[src/assert_macros.svh]
// Assertion macros shared by the particle pool RTL.
// Used by the top level; expands to nothing when SYNTHESIS is defined.
`ifndef ASSERT_MACROS_SVH
`define ASSERT_MACROS_SVH
`ifndef SYNTHESIS
`define PPU_ASSERT(lbl, prop, msg) \
	lbl: assert property (@(posedge clk) disable iff (!arst_n) prop) else $error(msg);
`define PPU_ASSERT_ALWAYS(lbl, prop, msg) \
	lbl: assert property (@(posedge clk) prop) else $error(msg);
`else
`define PPU_ASSERT(lbl, prop, msg)
`define PPU_ASSERT_ALWAYS(lbl, prop, msg)
`endif
`endif

[src/ppu_pkg.sv]
// Package for the particle pool update core: sizes, codes and shared types.
// Used by ppu_ctrl, ppu_dpath and particle_pool_update_core.
`default_nettype none
package ppu_pkg;
	localparam int NUM_SLOTS  = 64;
	localparam int SLOT_W     = $clog2(NUM_SLOTS);
	localparam int LIVE_W     = $clog2(NUM_SLOTS + 1);
	localparam int REPORT_MAX = 64;
	localparam int REP_N      = (NUM_SLOTS < REPORT_MAX) ? NUM_SLOTS : REPORT_MAX;
	localparam logic [SLOT_W-1:0] SLOT_LAST = SLOT_W'(NUM_SLOTS - 1);
	localparam logic [SLOT_W-1:0] REP_LAST  = SLOT_W'(REP_N - 1);

	localparam int IN_DATA_W  = 312;
	localparam int OUT_DATA_W = 168;
	localparam int CFG_IDX_W  = 2;
	localparam int CFG_DATA_W = 31;

	localparam logic [CFG_IDX_W-1:0] REG_EFFECTS = 2'd0;
	localparam logic [CFG_IDX_W-1:0] REG_GRAVITY = 2'd1;
	localparam logic [CFG_IDX_W-1:0] REG_DRAG    = 2'd2;

	localparam logic [30:0] GRAV_RESET = 31'd32768000;
	localparam logic [16:0] DRAG_RESET = 17'd64225;
	localparam logic [16:0] FRAC_ONE   = 17'd65536;

	localparam logic [2:0] PT_DEBRIS = 3'd0;
	localparam logic [2:0] PT_SMOKE  = 3'd3;
	localparam logic [2:0] PT_SHELL  = 3'd4;

	localparam logic CMD_TICK = 1'b1;

	localparam int OP_W = 4;
	localparam logic [OP_W-1:0] OP_NONE       = 4'd0;
	localparam logic [OP_W-1:0] OP_CAPTURE    = 4'd1;
	localparam logic [OP_W-1:0] OP_READ       = 4'd2;
	localparam logic [OP_W-1:0] OP_SCAN_CMP   = 4'd3;
	localparam logic [OP_W-1:0] OP_CREATE_WR  = 4'd4;
	localparam logic [OP_W-1:0] OP_OUT_CREATE = 4'd5;
	localparam logic [OP_W-1:0] OP_OUT_DROP   = 4'd6;
	localparam logic [OP_W-1:0] OP_LOAD       = 4'd7;
	localparam logic [OP_W-1:0] OP_MUL        = 4'd8;
	localparam logic [OP_W-1:0] OP_APPLY      = 4'd9;
	localparam logic [OP_W-1:0] OP_DIV_INIT   = 4'd10;
	localparam logic [OP_W-1:0] OP_DIV_STEP   = 4'd11;
	localparam logic [OP_W-1:0] OP_BLEND      = 4'd12;
	localparam logic [OP_W-1:0] OP_TICK_WR    = 4'd13;
	localparam logic [OP_W-1:0] OP_OUT_REPORT = 4'd14;
	localparam logic [OP_W-1:0] OP_CLR_SHOW   = 4'd15;

	localparam logic [3:0] MUL_LAST   = 4'd5;
	localparam logic [3:0] DIV_LAST   = 4'd15;
	localparam logic [3:0] BLEND_LAST = 4'd3;

	typedef struct packed {
		logic        pad;
		logic [15:0] frame_time;
		logic [2:0]  particle_type;
		logic [63:0] colors;
		logic [19:0] lifetime;
		logic [15:0] size;
		logic [31:0] rotation_speed;
		logic [31:0] rotation;
		logic [31:0] vel_y;
		logic [31:0] vel_x;
		logic [31:0] pos_y;
		logic [31:0] pos_x;
	} in_item_t;

	typedef struct packed {
		logic [6:0]  pad;
		logic [6:0]  live_total;
		logic [2:0]  out_type;
		logic [31:0] out_color;
		logic [15:0] out_size;
		logic [31:0] out_rotation;
		logic [31:0] out_pos_y;
		logic [31:0] out_pos_x;
		logic        alive;
		logic [5:0]  slot;
	} out_item_t;

	typedef struct packed {
		logic [31:0] pos_x;
		logic [31:0] pos_y;
		logic [31:0] vel_x;
		logic [31:0] vel_y;
		logic [31:0] angle;
		logic [31:0] spin;
		logic [15:0] size;
		logic [20:0] rem;
		logic [19:0] init;
		logic [63:0] colors;
		logic [31:0] color;
		logic [2:0]  ptype;
	} slot_rec_t;

	typedef struct packed {
		logic [OP_W-1:0]   op;
		logic [SLOT_W-1:0] idx;
		logic [3:0]        sub;
		logic              last;
	} ctl_cmd_t;

	typedef struct packed {
		logic live;
		logic enabled;
		logic out_free;
	} dp_stat_t;
endpackage
`default_nettype wire

[src/ppu_ctrl.sv]
// Sequencer of the particle pool: walks the slots for creates, ticks and reports.
// Depends on ppu_pkg; drives the datapath through ctl_cmd_t.
`default_nettype none
module ppu_ctrl (
	input  wire logic             clk,
	input  wire logic             arst_n,
	input  wire logic             in_valid,
	input  wire logic             in_cmd,
	output logic                  in_ready,
	input  wire ppu_pkg::dp_stat_t stat,
	output ppu_pkg::ctl_cmd_t     cmd
);
	localparam logic [3:0] S_IDLE     = 4'd0;
	localparam logic [3:0] S_SCAN_RD  = 4'd1;
	localparam logic [3:0] S_SCAN_CMP = 4'd2;
	localparam logic [3:0] S_CR_WR    = 4'd3;
	localparam logic [3:0] S_CR_OUT   = 4'd4;
	localparam logic [3:0] S_DROP_OUT = 4'd5;
	localparam logic [3:0] S_T_RD     = 4'd6;
	localparam logic [3:0] S_T_LD     = 4'd7;
	localparam logic [3:0] S_T_MUL    = 4'd8;
	localparam logic [3:0] S_T_APPLY  = 4'd9;
	localparam logic [3:0] S_T_DIV0   = 4'd10;
	localparam logic [3:0] S_T_DIV    = 4'd11;
	localparam logic [3:0] S_T_BLEND  = 4'd12;
	localparam logic [3:0] S_T_WR     = 4'd13;
	localparam logic [3:0] S_R_RD     = 4'd14;
	localparam logic [3:0] S_R_OUT    = 4'd15;

	logic [3:0]                 state_q, state_d;
	logic [ppu_pkg::SLOT_W-1:0] idx_q, idx_d;
	logic [3:0]                 step_q, step_d;

	always_comb begin
		state_d  = state_q;
		idx_d    = idx_q;
		step_d   = step_q;
		in_ready = 1'b0;
		cmd.op   = ppu_pkg::OP_NONE;
		cmd.idx  = idx_q;
		cmd.sub  = step_q;
		cmd.last = 1'b0;
		unique case (state_q)
			S_IDLE: begin
				in_ready = 1'b1;
				if (in_valid) begin
					cmd.op = ppu_pkg::OP_CAPTURE;
					idx_d  = '0;
					step_d = '0;
					if (in_cmd == ppu_pkg::CMD_TICK) state_d = S_T_RD;
					else if (!stat.enabled) state_d = S_DROP_OUT;
					else state_d = S_SCAN_RD;
				end
			end
			S_SCAN_RD: begin
				cmd.op  = ppu_pkg::OP_READ;
				state_d = S_SCAN_CMP;
			end
			S_SCAN_CMP: begin
				cmd.op = ppu_pkg::OP_SCAN_CMP;
				if (idx_q == ppu_pkg::SLOT_LAST) begin
					state_d = S_CR_WR;
				end else begin
					idx_d   = idx_q + 1'b1;
					state_d = S_SCAN_RD;
				end
			end
			S_CR_WR: begin
				cmd.op  = ppu_pkg::OP_CREATE_WR;
				state_d = S_CR_OUT;
			end
			S_CR_OUT: begin
				if (stat.out_free) begin
					cmd.op  = ppu_pkg::OP_OUT_CREATE;
					state_d = S_IDLE;
				end
			end
			S_DROP_OUT: begin
				if (stat.out_free) begin
					cmd.op  = ppu_pkg::OP_OUT_DROP;
					state_d = S_IDLE;
				end
			end
			S_T_RD: begin
				if (stat.live) begin
					cmd.op  = ppu_pkg::OP_READ;
					state_d = S_T_LD;
				end else begin
					// A free slot is not updated, but its expiry mark is dropped.
					cmd.op = ppu_pkg::OP_CLR_SHOW;
					if (idx_q == ppu_pkg::SLOT_LAST) begin
						idx_d   = '0;
						state_d = S_R_RD;
					end else begin
						idx_d = idx_q + 1'b1;
					end
				end
			end
			S_T_LD: begin
				cmd.op  = ppu_pkg::OP_LOAD;
				step_d  = '0;
				state_d = S_T_MUL;
			end
			S_T_MUL: begin
				cmd.op  = ppu_pkg::OP_MUL;
				state_d = S_T_APPLY;
			end
			S_T_APPLY: begin
				cmd.op = ppu_pkg::OP_APPLY;
				if (step_q == ppu_pkg::MUL_LAST) begin
					step_d  = '0;
					state_d = S_T_DIV0;
				end else begin
					step_d  = step_q + 1'b1;
					state_d = S_T_MUL;
				end
			end
			S_T_DIV0: begin
				cmd.op  = ppu_pkg::OP_DIV_INIT;
				step_d  = '0;
				state_d = S_T_DIV;
			end
			S_T_DIV: begin
				cmd.op = ppu_pkg::OP_DIV_STEP;
				if (step_q == ppu_pkg::DIV_LAST) begin
					step_d  = '0;
					state_d = S_T_BLEND;
				end else begin
					step_d = step_q + 1'b1;
				end
			end
			S_T_BLEND: begin
				cmd.op = ppu_pkg::OP_BLEND;
				if (step_q == ppu_pkg::BLEND_LAST) begin
					step_d  = '0;
					state_d = S_T_WR;
				end else begin
					step_d = step_q + 1'b1;
				end
			end
			S_T_WR: begin
				cmd.op = ppu_pkg::OP_TICK_WR;
				if (idx_q == ppu_pkg::SLOT_LAST) begin
					idx_d   = '0;
					state_d = S_R_RD;
				end else begin
					idx_d   = idx_q + 1'b1;
					state_d = S_T_RD;
				end
			end
			S_R_RD: begin
				cmd.op  = ppu_pkg::OP_READ;
				state_d = S_R_OUT;
			end
			S_R_OUT: begin
				cmd.last = (idx_q == ppu_pkg::REP_LAST);
				if (stat.out_free) begin
					cmd.op = ppu_pkg::OP_OUT_REPORT;
					if (idx_q == ppu_pkg::REP_LAST) begin
						idx_d   = '0;
						state_d = S_IDLE;
					end else begin
						idx_d   = idx_q + 1'b1;
						state_d = S_R_RD;
					end
				end
			end
			default: state_d = S_IDLE;
		endcase
	end

	always_ff @(posedge clk or negedge arst_n) begin
		if (!arst_n) begin
			state_q <= S_IDLE;
			idx_q   <= '0;
			step_q  <= '0;
		end else begin
			state_q <= state_d;
			idx_q   <= idx_d;
			step_q  <= step_d;
		end
	end
endmodule
`default_nettype wire

[config.mk]
export PLATFORM = sky130hd
export DESIGN_NAME = ppu_ctrl
export DESIGN_NICKNAME = d
export VERILOG_FILES = /design/src/assert_macros.svh /design/src/ppu_pkg.sv /design/src/ppu_ctrl.sv
export SDC_FILE = /design/constraint.sdc
export NUM_CORES = 1
export LEC_CHECK = 0
export BUFFER_PORTS_ARGS = -buffer_cell sky130_fd_sc_hd__clkbuf_2
export CAP_MARGIN = 15
export CORE_MARGIN = 5
export CORE_UTILIZATION = 40
export CTS_CLUSTER_SIZE = 10
export DETAILED_ROUTE_END_ITERATION = 6
export SLEW_MARGIN = 5
export SYNTH_ARGS = -nofsm -noshare
export SYNTH_HDL_FRONTEND = slang
export SYNTH_SLANG_ARGS = --single-unit
[constraint.sdc]
create_clock -name clk -period 2.6 [get_ports clk]
set_clock_uncertainty 0.05 [all_clocks]
set_input_delay 0.52 -clock clk [delete_from_list [all_inputs] [get_ports clk]]
set_output_delay 0.52 -clock clk [all_outputs]
set_load 0.1 [all_outputs]
==> run_results.csv <==
group,metric,value,unit
critical_path,crit_required,2030,ps
floorplan,core_area,2810,sq um
synthesis,ys_top_cells_by_count,"o21ai_0 (19), nand2_1 (18), dfrtp_1 (14), inv_1 (10), a21oi_1 (9)",
critical_path,criticalPathCategory,"reg2out",
global_routing,track_usage,0.157,
clock_network,clkLatencyLatePin,280,ps
synthesis,yosys.area.top_type_share,0.293,
synthesis,syn_nets,161,
route,viasPerCell,6.10,
synthesis,synth_mux_area_frac,0.0534,
synthesis,synth_most_common_cell,"o21ai_0",
clock_network,cts.path.max_buffers,2,
critical_path,crit_arrival,1890,ps
clock_network,htreeDepth,1,
synthesis,yosysSeqAreaShare,0.293,
critical_path,cp-start-kind,"flop",
floorplan,fp.dieW,64.7,um
global_routing,grt_overflow,0,
route,drc,0,
critical_path,r2r_setup_slack,400,ps
synthesis,synth_top_family_by_area,"compound AO/OA/AOI/OAI gates",
global_routing,grt_pass1_vias,1141,
timing,tightest_slew,533,ps
floorplan,start_util,0.426,
synthesis,synthArstFlopShare,1.00,
route,routed_wire_length_per_instance,15.6,um
timing,period_minus_slack,2460,ps
clock_network,post_cts_resized,0,
clock_network,cts_hold_buf,0,
finish,multi_input_area,771,sq um
synthesis,avgSynthCellArea,7.91,sq um
route,drtAntennaViolNets,0,
synthesis,synth_fa_ha_area_frac,0.0314,
clock_network,cts.clk_slew.worst_paths,90,ps
timing,rsz0062_at_grt,"false",
critical_path,startpoint,"state_q[0]",
place,portBuffers,22,
global_routing,grt_start_max_net_pins,20,
synthesis,synth_edf_count,0,
synthesis,ys_warn_count,0,
synthesis,yosys.area_share.xor_xnor,0.0147,
place,gp_congestion,0.977,
route,dr_total_vias,1238,
synthesis,ys_types,48,
floorplan,io_pins,23,
clock_network,cts_setup_buffers,0,
floorplan,dieArea,4180,sq um
synthesis,yosysTopAreaCell,"dfrtp_1",
clock_network,root_buffer,"clkbuf_4",
floorplan,rows,19,
finish,antennaDiodeCount,0,
place,dp_hpwl,2.43,mm
clock_network,cts_tree,"yes",
timing,max_freq,406,MHz
route,drt_iter0_drc,139,
timing,slew-limit-headroom,0.642,
global_routing,grt_antenna_before_repair,0,
synthesis,synth-simple-area-share,0.246,
job,drv_cap,0,
synthesis,synth-compound-area-share,0.275,
timing,period_share,0.948,
synthesis,synthFlopType,"dfrtp_1",
critical_path,rr_startpoint,"state_q[0]",
synthesis,ys_ff_latch,14,
global_routing,grt_pass1_wl,5.28,mm
critical_path,cp-end-kind,"output pin",
finish,fill_cells,280,
finish,regArea,362,sq um
route,wl,3.16,mm
hold_path,hp-class,"in2async",
floorplan,die_h,64.7,um
status,status,"finished, final reports clean",
synthesis,syn-cell-area,1190,sq um
timing,setup_viol,0,
clock_network,cts_buffers,3,
finish,layout-drive-gt1-share,0.297,
clock_network,clock-sinks,14,
critical_path,path_max_fanout,14,
synthesis,synth_cells,151,
finish,post-route-util,0.526,
route,first_pass_iters,5,
synthesis,synth_area_leaders,"dfrtp_1 (29%), o21ai_0 (8.0%), nand2_1 (5.7%)",
finish,layout.nets,183,
finish,area_growth,23.6,%
timing,hold_viol_final,0,
timing,drv_slew,0,
per-stage QoR:
step	cells	setup slack [ps]	cell area, sq um	hold slack [ps]	setup TNS, ps
3_5_place_dp	199	327	1440	393	0
6_report	203	136	1480	67.8	0
2_1_floorplan	151	-1230	1260	174	-7200
5_1_grt	203	11.5	1480	82.5	0
3_3_place_gp	199	336	1440	392	0
4_1_cts	203	1.55	1470	75.0	0
cell families after synthesis:
group           count (synthesis)
xor+xnor                        2
buf+inv                        20
compound gates                 51
flops                          14
mux                             6
fa+ha+maj                       3
simple gates                   55
layout make-up:
| cell class | instances | area share |
|---|---|---|
| Multi-Input combinational cell | 117 | 0.522 |
| Timing Repair Buffer | 26 | 0.154 |
| Inverter | 11 | 0.0280 |
| Tap cell | 31 | 0.0263 |
| Clock buffer | 4 | 0.0246 |
| Sequential cell | 14 | 0.245 |
metal layers:
metal | GRT usage | wire [um] | part of all wire | vias up
met4 | 0.0185 | 8 | 0.0025 | 0
met2 | 0.262 | 1520 | 0.48 | 52
met5 | 0 | 0 | 0 | -
met1 | 0.215 | 1410 | 0.45 | 580
li1 | - | - | - | 604
met3 | 0.0345 | 220 | 0.070 | 2
cell usage in the layout (no fill, tap or decap), types with 5 or more instances in the layout:
cell / netlist / final
nand2_1: 18 / 17
o21ai_0: 19 / 17
clkbuf_2: 0 / 16
inv_1: 10 / 9
a21oi_1: 9 / 9
dfrtp_2: 0 / 9
nor2_1: 7 / 7
nand3_1: 7 / 7
buf_12: 0 / 6
dfrtp_1: 14 / 5
worst max-delay path, stage by stage (launching register included):
cell and delay, ps:
dfrtp_1 520, buf_12 220, nand2_4 60, o21ai_1 50
a222oi_1 510, buf_12 240
registers in the layout (all words and copies together) (netlist names):
signal and cells:
idx_q 6, state_q 4, step_q 4
path summary, 6_finish.rpt:
check | endpoint | cells after the start
setup / recovery | cmd[12] | 5
hold / removal | idx_q[2] | 1
setup reg to reg | idx_q[4] | 6
hold reg to reg | idx_q[0] | 1
max in group asynchronous | state_q[1] | 1
min in group clk | idx_q[0] | 1
Power is left out: the tool's default activity adds up to more than one toggle a clock period on the data nets, which glitch-free logic cannot reach.
